--- config.mk ---
export PLATFORM = sky130hd
export DESIGN_NAME = serial_line_assembler_with_stop_byte_unit
export DESIGN_NICKNAME = d
export VERILOG_FILES = /design/src/slasb_pkg.sv /design/src/slasb_ram.sv /design/src/slasb_ctrl.sv /design/src/slasb_dp.sv /design/src/serial_line_assembler_with_stop_byte_unit.sv
export SDC_FILE = /design/constraint.sdc
export NUM_CORES = 1
export LEC_CHECK = 0
export ABC_AREA = 1
export ABC_CLOCK_PERIOD_IN_PS = 4500
export BUFFER_PORTS_ARGS = -buffer_cell sky130_fd_sc_hd__buf_4
export CORE_MARGIN = 1.5
export CORE_UTILIZATION = 45
export DETAILED_ROUTE_END_ITERATION = 16
export PLACE_DENSITY_LB_ADDON = 0.25
export SYNTH_ARGS = -nofsm -noshare
export SYNTH_HDL_FRONTEND = slang
export SYNTH_HIERARCHICAL = 1
export SYNTH_SLANG_ARGS = --single-unit
--- constraint.sdc ---
create_clock -name i_clk -period 4.5 [get_ports i_clk]
set_clock_uncertainty 0.2 [all_clocks]
set_input_delay 0.225 -clock i_clk [delete_from_list [all_inputs] [get_ports i_clk]]
set_output_delay 0.225 -clock i_clk [all_outputs]
set_load 0.005 [all_outputs]
--- src/slasb_pkg.sv ---
// ----------------------------------------------------------------------------
// slasb_pkg
// shared codes, constants and controller/datapath interface types
// ----------------------------------------------------------------------------
package slasb_pkg;

    localparam logic [7:0] CH_CR   = 8'h0D;
    localparam logic [7:0] CH_LF   = 8'h0A;
    localparam logic [7:0] CH_STOP = 8'h21;

    localparam logic [1:0] OP_BYTE     = 2'd0;
    localparam logic [1:0] OP_TAKE_STP = 2'd1;
    localparam logic [1:0] OP_TAKE_OVF = 2'd2;

    localparam logic [1:0] KIND_CHAR = 2'd0;
    localparam logic [1:0] KIND_END  = 2'd1;
    localparam logic [1:0] KIND_STOP = 2'd2;
    localparam logic [1:0] KIND_OVF  = 2'd3;

    localparam logic [7:0] CAP_RESET = 8'd64;

    typedef struct packed {
        logic store;
        logic overflow;
        logic set_stop;
        logic clr_line;
        logic take_latch;
        logic start_rd;
        logic rd;
        logic emit_char;
        logic emit_end;
        logic emit_flag;
    } t_cmd;

    typedef struct packed {
        logic in_valid;
        logic op_byte;
        logic op_take;
        logic is_stop;
        logic is_cr;
        logic is_lf;
        logic discard;
        logic len_zero;
        logic len_ge_cap;
        logic len_full;
        logic out_free;
        logic idx_last;
    } t_sts;

endpackage

--- src/slasb_ram.sv ---
// ----------------------------------------------------------------------------
// slasb_ram
// generic single write, single read memory with registered read data
// ----------------------------------------------------------------------------
module slasb_ram #(
    parameter int WIDTH = 8,
    parameter int DEPTH = 63,
    parameter int AW    = 6
) (
    input  logic             i_clk,
    input  logic             i_we,
    input  logic [AW-1:0]    i_waddr,
    input  logic [WIDTH-1:0] i_wdata,
    input  logic             i_re,
    input  logic [AW-1:0]    i_raddr,
    output logic [WIDTH-1:0] o_rdata
);

    logic [WIDTH-1:0] r_mem [DEPTH];
    logic [WIDTH-1:0] r_rdata;

    always_ff @(posedge i_clk) begin
        if (i_we) begin
            r_mem[i_waddr] <= i_wdata;
        end
        if (i_re) begin
            r_rdata <= r_mem[i_raddr];
        end
    end

    assign o_rdata = r_rdata;

endmodule

--- src/slasb_ctrl.sv ---
// ----------------------------------------------------------------------------
// slasb_ctrl
// controller: decodes accepted items and sequences line readout
// ----------------------------------------------------------------------------
module slasb_ctrl (
    input  logic             i_clk,
    input  logic             i_rst_n,
    input  slasb_pkg::t_sts  i_sts,
    output slasb_pkg::t_cmd  o_cmd,
    output logic             o_in_stall
);
    import slasb_pkg::*;

    localparam logic [2:0] S_IDLE = 3'd0;
    localparam logic [2:0] S_FLAG = 3'd1;
    localparam logic [2:0] S_READ = 3'd2;
    localparam logic [2:0] S_CHAR = 3'd3;
    localparam logic [2:0] S_END  = 3'd4;

    logic [2:0] r_state;
    logic [2:0] n_state;
    t_cmd       cmd;

    always_comb begin
        n_state = r_state;
        cmd     = '0;
        case (r_state)
            S_IDLE: begin
                if (i_sts.in_valid) begin
                    if (i_sts.op_take) begin
                        cmd.take_latch = 1'b1;
                        n_state        = S_FLAG;
                    end else if (i_sts.op_byte) begin
                        if (i_sts.is_stop) begin
                            cmd.set_stop = 1'b1;
                        end else if (i_sts.is_cr) begin
                            cmd = '0;
                        end else if (i_sts.is_lf) begin
                            if (i_sts.discard || i_sts.len_ge_cap) begin
                                cmd.clr_line = 1'b1;
                            end else if (i_sts.len_zero) begin
                                n_state = S_END;
                            end else begin
                                cmd.start_rd = 1'b1;
                                n_state      = S_READ;
                            end
                        end else if (!i_sts.discard) begin
                            if (i_sts.len_full) begin
                                cmd.overflow = 1'b1;
                            end else begin
                                cmd.store = 1'b1;
                            end
                        end
                    end
                end
            end
            S_FLAG: begin
                if (i_sts.out_free) begin
                    cmd.emit_flag = 1'b1;
                    n_state       = S_IDLE;
                end
            end
            S_READ: begin
                cmd.rd  = 1'b1;
                n_state = S_CHAR;
            end
            S_CHAR: begin
                if (i_sts.out_free) begin
                    cmd.emit_char = 1'b1;
                    n_state       = i_sts.idx_last ? S_END : S_READ;
                end
            end
            S_END: begin
                if (i_sts.out_free) begin
                    cmd.emit_end = 1'b1;
                    n_state      = S_IDLE;
                end
            end
            default: begin
                n_state = S_IDLE;
            end
        endcase
    end

    always_ff @(posedge i_clk) begin
        if (!i_rst_n) begin
            r_state <= S_IDLE;
        end else begin
            r_state <= n_state;
        end
    end

    assign o_cmd      = cmd;
    assign o_in_stall = (r_state != S_IDLE);

endmodule

--- src/slasb_dp.sv ---
// ----------------------------------------------------------------------------
// slasb_dp
// datapath: line store, length, flags, capacity register and output register
// ----------------------------------------------------------------------------
module slasb_dp #(
    parameter int LINE_SIZE = 64
) (
    input  logic             i_clk,
    input  logic             i_rst_n,
    input  slasb_pkg::t_cmd  i_cmd,
    output slasb_pkg::t_sts  o_sts,
    input  logic             i_in_valid,
    input  logic [1:0]       i_opcode,
    input  logic [7:0]       i_rx_byte,
    input  logic             i_cfg_we,
    input  logic [7:0]       i_cfg_data,
    input  logic             i_out_stall,
    output logic             o_out_valid,
    output logic [1:0]       o_kind,
    output logic [7:0]       o_char_out,
    output logic             o_flag_out,
    output logic             o_last
);
    import slasb_pkg::*;

    localparam int LW    = $clog2(LINE_SIZE);
    localparam int DEPTH = LINE_SIZE - 1;
    localparam int AW    = (DEPTH > 1) ? $clog2(DEPTH) : 1;

    logic [LW-1:0] r_len;
    logic [LW-1:0] r_idx;
    logic          r_discard;
    logic          r_stop;
    logic          r_ovf;
    logic          r_take_ovf;
    logic [7:0]    r_cap;
    logic          r_out_valid;
    logic [1:0]    r_kind;
    logic [7:0]    r_char;
    logic          r_flag;
    logic          r_last;
    logic [7:0]    ram_rdata;
    logic          out_free;

    assign out_free = !r_out_valid || !i_out_stall;

    slasb_ram #(
        .WIDTH (8),
        .DEPTH (DEPTH),
        .AW    (AW)
    ) u_ram (
        .i_clk   (i_clk),
        .i_we    (i_cmd.store),
        .i_waddr (r_len[AW-1:0]),
        .i_wdata (i_rx_byte),
        .i_re    (i_cmd.rd),
        .i_raddr (r_idx[AW-1:0]),
        .o_rdata (ram_rdata)
    );

    always_comb begin
        o_sts            = '0;
        o_sts.in_valid   = i_in_valid;
        o_sts.op_byte    = (i_opcode == OP_BYTE);
        o_sts.op_take    = (i_opcode == OP_TAKE_STP) || (i_opcode == OP_TAKE_OVF);
        o_sts.is_stop    = (i_rx_byte == CH_STOP);
        o_sts.is_cr      = (i_rx_byte == CH_CR);
        o_sts.is_lf      = (i_rx_byte == CH_LF);
        o_sts.discard    = r_discard;
        o_sts.len_zero   = (r_len == '0);
        o_sts.len_ge_cap = (9'(r_len) >= 9'(r_cap));
        o_sts.len_full   = (r_len == LW'(DEPTH));
        o_sts.out_free   = out_free;
        o_sts.idx_last   = (LW'(r_idx + 1'b1) == r_len);
    end

    // line length, discard state, flags and capacity register
    always_ff @(posedge i_clk) begin
        if (!i_rst_n) begin
            r_len     <= '0;
            r_discard <= 1'b0;
            r_stop    <= 1'b0;
            r_ovf     <= 1'b0;
            r_cap     <= CAP_RESET;
        end else begin
            if (i_cfg_we) begin
                r_cap <= i_cfg_data;
            end
            if (i_cmd.store) begin
                r_len <= LW'(r_len + 1'b1);
            end
            if (i_cmd.overflow) begin
                r_len     <= '0;
                r_discard <= 1'b1;
                r_ovf     <= 1'b1;
            end
            if (i_cmd.clr_line || i_cmd.emit_end) begin
                r_len     <= '0;
                r_discard <= 1'b0;
            end
            if (i_cmd.set_stop) begin
                r_stop <= 1'b1;
            end
            if (i_cmd.emit_flag) begin
                if (r_take_ovf) begin
                    r_ovf <= 1'b0;
                end else begin
                    r_stop <= 1'b0;
                end
            end
        end
    end

    // readout index and pending flag query
    always_ff @(posedge i_clk) begin
        if (i_cmd.take_latch) begin
            r_take_ovf <= (i_opcode == OP_TAKE_OVF);
        end
        if (i_cmd.start_rd) begin
            r_idx <= '0;
        end else if (i_cmd.emit_char) begin
            r_idx <= LW'(r_idx + 1'b1);
        end
    end

    // output register
    always_ff @(posedge i_clk) begin
        if (!i_rst_n) begin
            r_out_valid <= 1'b0;
        end else if (i_cmd.emit_char || i_cmd.emit_end || i_cmd.emit_flag) begin
            r_out_valid <= 1'b1;
        end else if (!i_out_stall) begin
            r_out_valid <= 1'b0;
        end
    end

    always_ff @(posedge i_clk) begin
        if (i_cmd.emit_char) begin
            r_kind <= KIND_CHAR;
            r_char <= ram_rdata;
            r_flag <= 1'b0;
            r_last <= 1'b0;
        end else if (i_cmd.emit_end) begin
            r_kind <= KIND_END;
            r_char <= '0;
            r_flag <= 1'b0;
            r_last <= 1'b1;
        end else if (i_cmd.emit_flag) begin
            r_kind <= r_take_ovf ? KIND_OVF : KIND_STOP;
            r_char <= '0;
            r_flag <= r_take_ovf ? r_ovf : r_stop;
            r_last <= 1'b1;
        end
    end

    assign o_out_valid = r_out_valid;
    assign o_kind      = r_kind;
    assign o_char_out  = r_char;
    assign o_flag_out  = r_flag;
    assign o_last      = r_last;

`ifndef SYNTHESIS
    a_discard_empty: assert property (@(posedge i_clk) disable iff (!i_rst_n)
        r_discard |-> (r_len == '0))
        else $error("line not empty while discarding");

    a_no_overwrite: assert property (@(posedge i_clk) disable iff (!i_rst_n)
        (i_cmd.emit_char || i_cmd.emit_end || i_cmd.emit_flag) |-> out_free)
        else $error("output register loaded while holding a stalled result");

    a_end_is_last: assert property (@(posedge i_clk) disable iff (!i_rst_n)
        i_cmd.emit_end |=> (r_out_valid && r_last && (r_kind == KIND_END)))
        else $error("end of line result not marked last");

    a_char_in_line: assert property (@(posedge i_clk) disable iff (!i_rst_n)
        i_cmd.rd |-> (r_idx < r_len))
        else $error("readout past end of line");
`endif

endmodule

--- src/serial_line_assembler_with_stop_byte_unit.sv ---
// ----------------------------------------------------------------------------
// serial_line_assembler_with_stop_byte_unit
// builds text lines from received serial bytes, with stop and overflow flags
// ----------------------------------------------------------------------------
// A received byte, carriage return, stop byte, unused opcode or a line feed
// that drops the line is taken without a stall. A flag query returns one
// result and stalls the input until it is loaded. For a line feed that
// emits a line, each character is one registered read of the line store
// followed by a load of the output register, and the input stalls until
// the end-of-line result is in the output register. The output register
// lets the next item be accepted while the final result waits to be taken.
// ----------------------------------------------------------------------------
module serial_line_assembler_with_stop_byte_unit #(
    parameter int LINE_SIZE = 64
) (
    input  logic       i_clk,
    input  logic       i_rst_n,
    input  logic       i_in_valid,
    output logic       o_in_stall,
    input  logic [1:0] i_opcode,
    input  logic [7:0] i_rx_byte,
    output logic       o_out_valid,
    input  logic       i_out_stall,
    output logic [1:0] o_kind,
    output logic [7:0] o_char_out,
    output logic       o_flag_out,
    output logic       o_last,
    input  logic       i_cfg_valid,
    output logic       o_cfg_ready,
    input  logic [7:0] i_cfg_data
);
    import slasb_pkg::*;

    t_cmd cmd;
    t_sts sts;

    assign o_cfg_ready = 1'b1;

    slasb_ctrl u_ctrl (
        .i_clk      (i_clk),
        .i_rst_n    (i_rst_n),
        .i_sts      (sts),
        .o_cmd      (cmd),
        .o_in_stall (o_in_stall)
    );

    slasb_dp #(
        .LINE_SIZE (LINE_SIZE)
    ) u_dp (
        .i_clk       (i_clk),
        .i_rst_n     (i_rst_n),
        .i_cmd       (cmd),
        .o_sts       (sts),
        .i_in_valid  (i_in_valid),
        .i_opcode    (i_opcode),
        .i_rx_byte   (i_rx_byte),
        .i_cfg_we    (i_cfg_valid && o_cfg_ready),
        .i_cfg_data  (i_cfg_data),
        .i_out_stall (i_out_stall),
        .o_out_valid (o_out_valid),
        .o_kind      (o_kind),
        .o_char_out  (o_char_out),
        .o_flag_out  (o_flag_out),
        .o_last      (o_last)
    );

endmodule

==> results.yml <==
status:
  run_status: "finished, final reports clean"
floorplanning:
  ios: 38
  core_area_um2: 51200
  die_x_um: 230
  start_util_pct: 45.5
  dieArea_um2: 53100
  chipHeight_um: 230
  row_count: 83
finish:
  final_cell_mix: "687 x nand2_1, 521 x edfxtp_1, 452 x nand3_1"
  area_delta_synth_final_pct: 14.4
  n_fill_cell: 4424
  diodes: 0
  nets: 2244
  layout_commonest_cell: "nand2_1"
  final_core_util_pct: 52.0
  regArea_um2: 16300
  multi_input_area_um2: 6010
  drive_gt1_share_pct: 10.4
synthesis:
  syn_inst: 2107
  synth-async-reset-ratio_pct: 0
  netlist-cell-type-count: 41
  synth_edf_count: 521
  synth-seq-cells: 552
  synth_area_leader_cell: "edfxtp_1"
  yosysWarnings: 6
  syn_nets: 2141
  yosysTopAreaCellShare_pct: 67.2
  ys.flop_type: "edfxtp_1"
  syn_avg_cell_area_um2: 11.0
  syn_area_um2: 23300
  seq_area_frac_synth_pct: 69.9
  ys_top_cells_by_area: "edfxtp_1 67%, nand2_1 11%, nand3_1 9.7%"
cts:
  clockBufferDepth: 3
  cts_root_buf: "clkbuf_16"
  cts_sinks: 552
  cts_setup_buffers: 0
  cts_buffers: 56
  tritoncts: "done"
  post_cts_resized: 0
  clkTransAtPathRegs_ns: 0.06
  cts_hold_buf: 34
  insertion_delay_ns: 0.62
  h-tree-depth: 2
detailed_routing:
  totalWireLength_um: 59800
  postRouteAntennaNets: 0
  drt_iter0_drc: 1707
  dr.pass1.iters: 6
  wl_per_cell_um: 20.4
  drc: 0
  viasPerCell: 5.49
  vias: 16100
power_and_ir_drop:
  power_mw: 15.4
  power_leakage_nw: 9.95
  powerDensity_nw_per_um2: 580
  vdd_drop_max_uv: 416
place:
  portBuffers: 36
  gp_congestion: 0.828
  place_ws_ns: 1.30
  dp_hpwl_um: 34900
global_routing:
  grt_max_degree: 130
  met3_usage_pct: 3.82
  globalRouteTotalUtil_pct: 22.9
  met1_usage_pct: 31.5
  use_met2_pct: 36.5
  antenna_found_initial: 0
  grt-busiest-layer: "met2"
  grt_first_pass_wirelength_um: 92800
  grt_overflow: 0
  grt_pass1_vias: 15900
timing:
  worst_slew_pin_slew_ns: 1.30
  relSlewSlack_pct: 13.4
  worst_slack_ns: 1.32
  finalCritPeriodShare_pct: 70.7
  finalSetupViolCount: 0
  finalSetupTns_ns: 0
  timing.final.crit_period_ns: 3.18
  slew_violations: 0
  fmax_ghz: 0.314
  finalHoldViolCount: 0
  rsz0062_at_grt: "false"
critical_path:
  cp_max_fo: 96
  crit_type: "flop to flop"
  r2r_cells: 10
  critPathCaptureType: "flop"
  arrival_ns: 3.45
  worst_setup_path_start_kind: "flop"
  critical_path_required_ns: 4.76
worst_hold_path:
  hold_class: "input port to flop"
  holdPathStages: 5
job:
  maxCapViolCount: 0
-- worst max-delay path, stage by stage (launching register included) --
cell     delay [ns]
dfxtp_4        0.51
inv_6          0.45
buf_4          0.86
nand2_1        0.10
nand3_1        0.11
nand3_1        0.13
nand3_1        0.16
nand2_1        0.13
nand2_1        0.08
nand3_1        0.07
nand2_1        0.12
-- kinds of logic after synthesis --
group           after synthesis  synth area share [%]
compound gates               41                 0.973
xor+xnor                      2                0.0753
fa+ha+maj                    11                 0.591
buf+inv                     199                  4.34
flops                       552                  69.9
other cells                   1                0.0161
simple gates               1301                  24.1
-- final cells by class --
| type | count | area share (%) |
|---|---|---|
| Sequential cell | 552 | 61.1 |
| Clock inverter | 35 | 1.40 |
| Multi-Input combinational cell | 1356 | 22.6 |
| Inverter | 79 | 1.14 |
| Tap cell | 680 | 3.20 |
| Timing Repair Buffer | 165 | 5.02 |
| Clock buffer | 70 | 5.54 |
-- layer usage --
| layer | vias to the layer above | routed length, um |
|---|---|---|
| li1 | 7509 | - |
| met1 | 7831 | 25400 |
| met2 | 658 | 27800 |
| met3 | 114 | 4470 |
| met4 | 0 | 2050 |
| met5 | - | 0 |
-- final timing paths --
kind / endpoint / start / slack (ns)
max: u_dp/u_ram/o_rdata[4] / u_dp/r_idx[0] / 1.32
min: u_dp/r_take_ovf / i_opcode[0] / 0.11
max reg2reg: u_dp/u_ram/o_rdata[4] / u_dp/r_idx[0] / 1.32
min reg2reg: u_dp/r_ovf / u_dp/r_ovf / 0.26
-- cell usage after synthesis (2+ instances only) --
cell type  number
nand3_2         2
inv_2           7
nor2_2          5
nand3b_1        2
dfxtp_1        31
buf_6          15
clkbuf_1       20
nand3_1       452
buf_2          47
nor4_1         13
a21oi_1        18
buf_4          21
xor2_1          2
nand4_1        15
ha_1           11
o21ai_1         2
edfxtp_1      521
nor3_1          7
nand2_1       687
o21ai_0        15
inv_1          70
nor2_1        110
buf_1          16
-- per-stage QoR --
step,std cells,hold slack [ns],cell area (um2)
6_report,2937,0.106,26600
5_1_grt,2937,0.146,26600
4_1_cts,2937,0.0862,26600
3_5_place_dp,2798,0.248,24400
3_3_place_gp,2798,0.242,24400
2_1_floorplan,2107,0.124,23300
-- power by group --
| group | switching (mW) | internal [mW] | leakage [nW] | total [mW] |
|---|---|---|---|---|
| Clock | 1.91 | 2.77 | 0.891 | 4.69 |
| Combinational | 3.45 | 1.35 | 4.11 | 4.79 |
| Sequential | 0.154 | 5.80 | 4.94 | 5.95 |
-- registers in the layout (all words and copies together), names as in the netlist --
signal              count
u_dp/u_ram/o_rdata      8
u_dp/o_out_valid        1
u_dp/r_idx              6
u_ctrl/r_state          3
u_dp/o_flag_out         1
u_dp/o_char_out         8
u_dp/o_last             1
u_dp/o_kind             2
u_dp/u_ram/r_mem      504
u_dp/r_cap              8
u_dp/r_len              6
u_dp/r_ovf              1
u_dp/r_stop             1
u_dp/r_discard          1
u_dp/r_take_ovf         1
(Power assumes the default switching activity.)
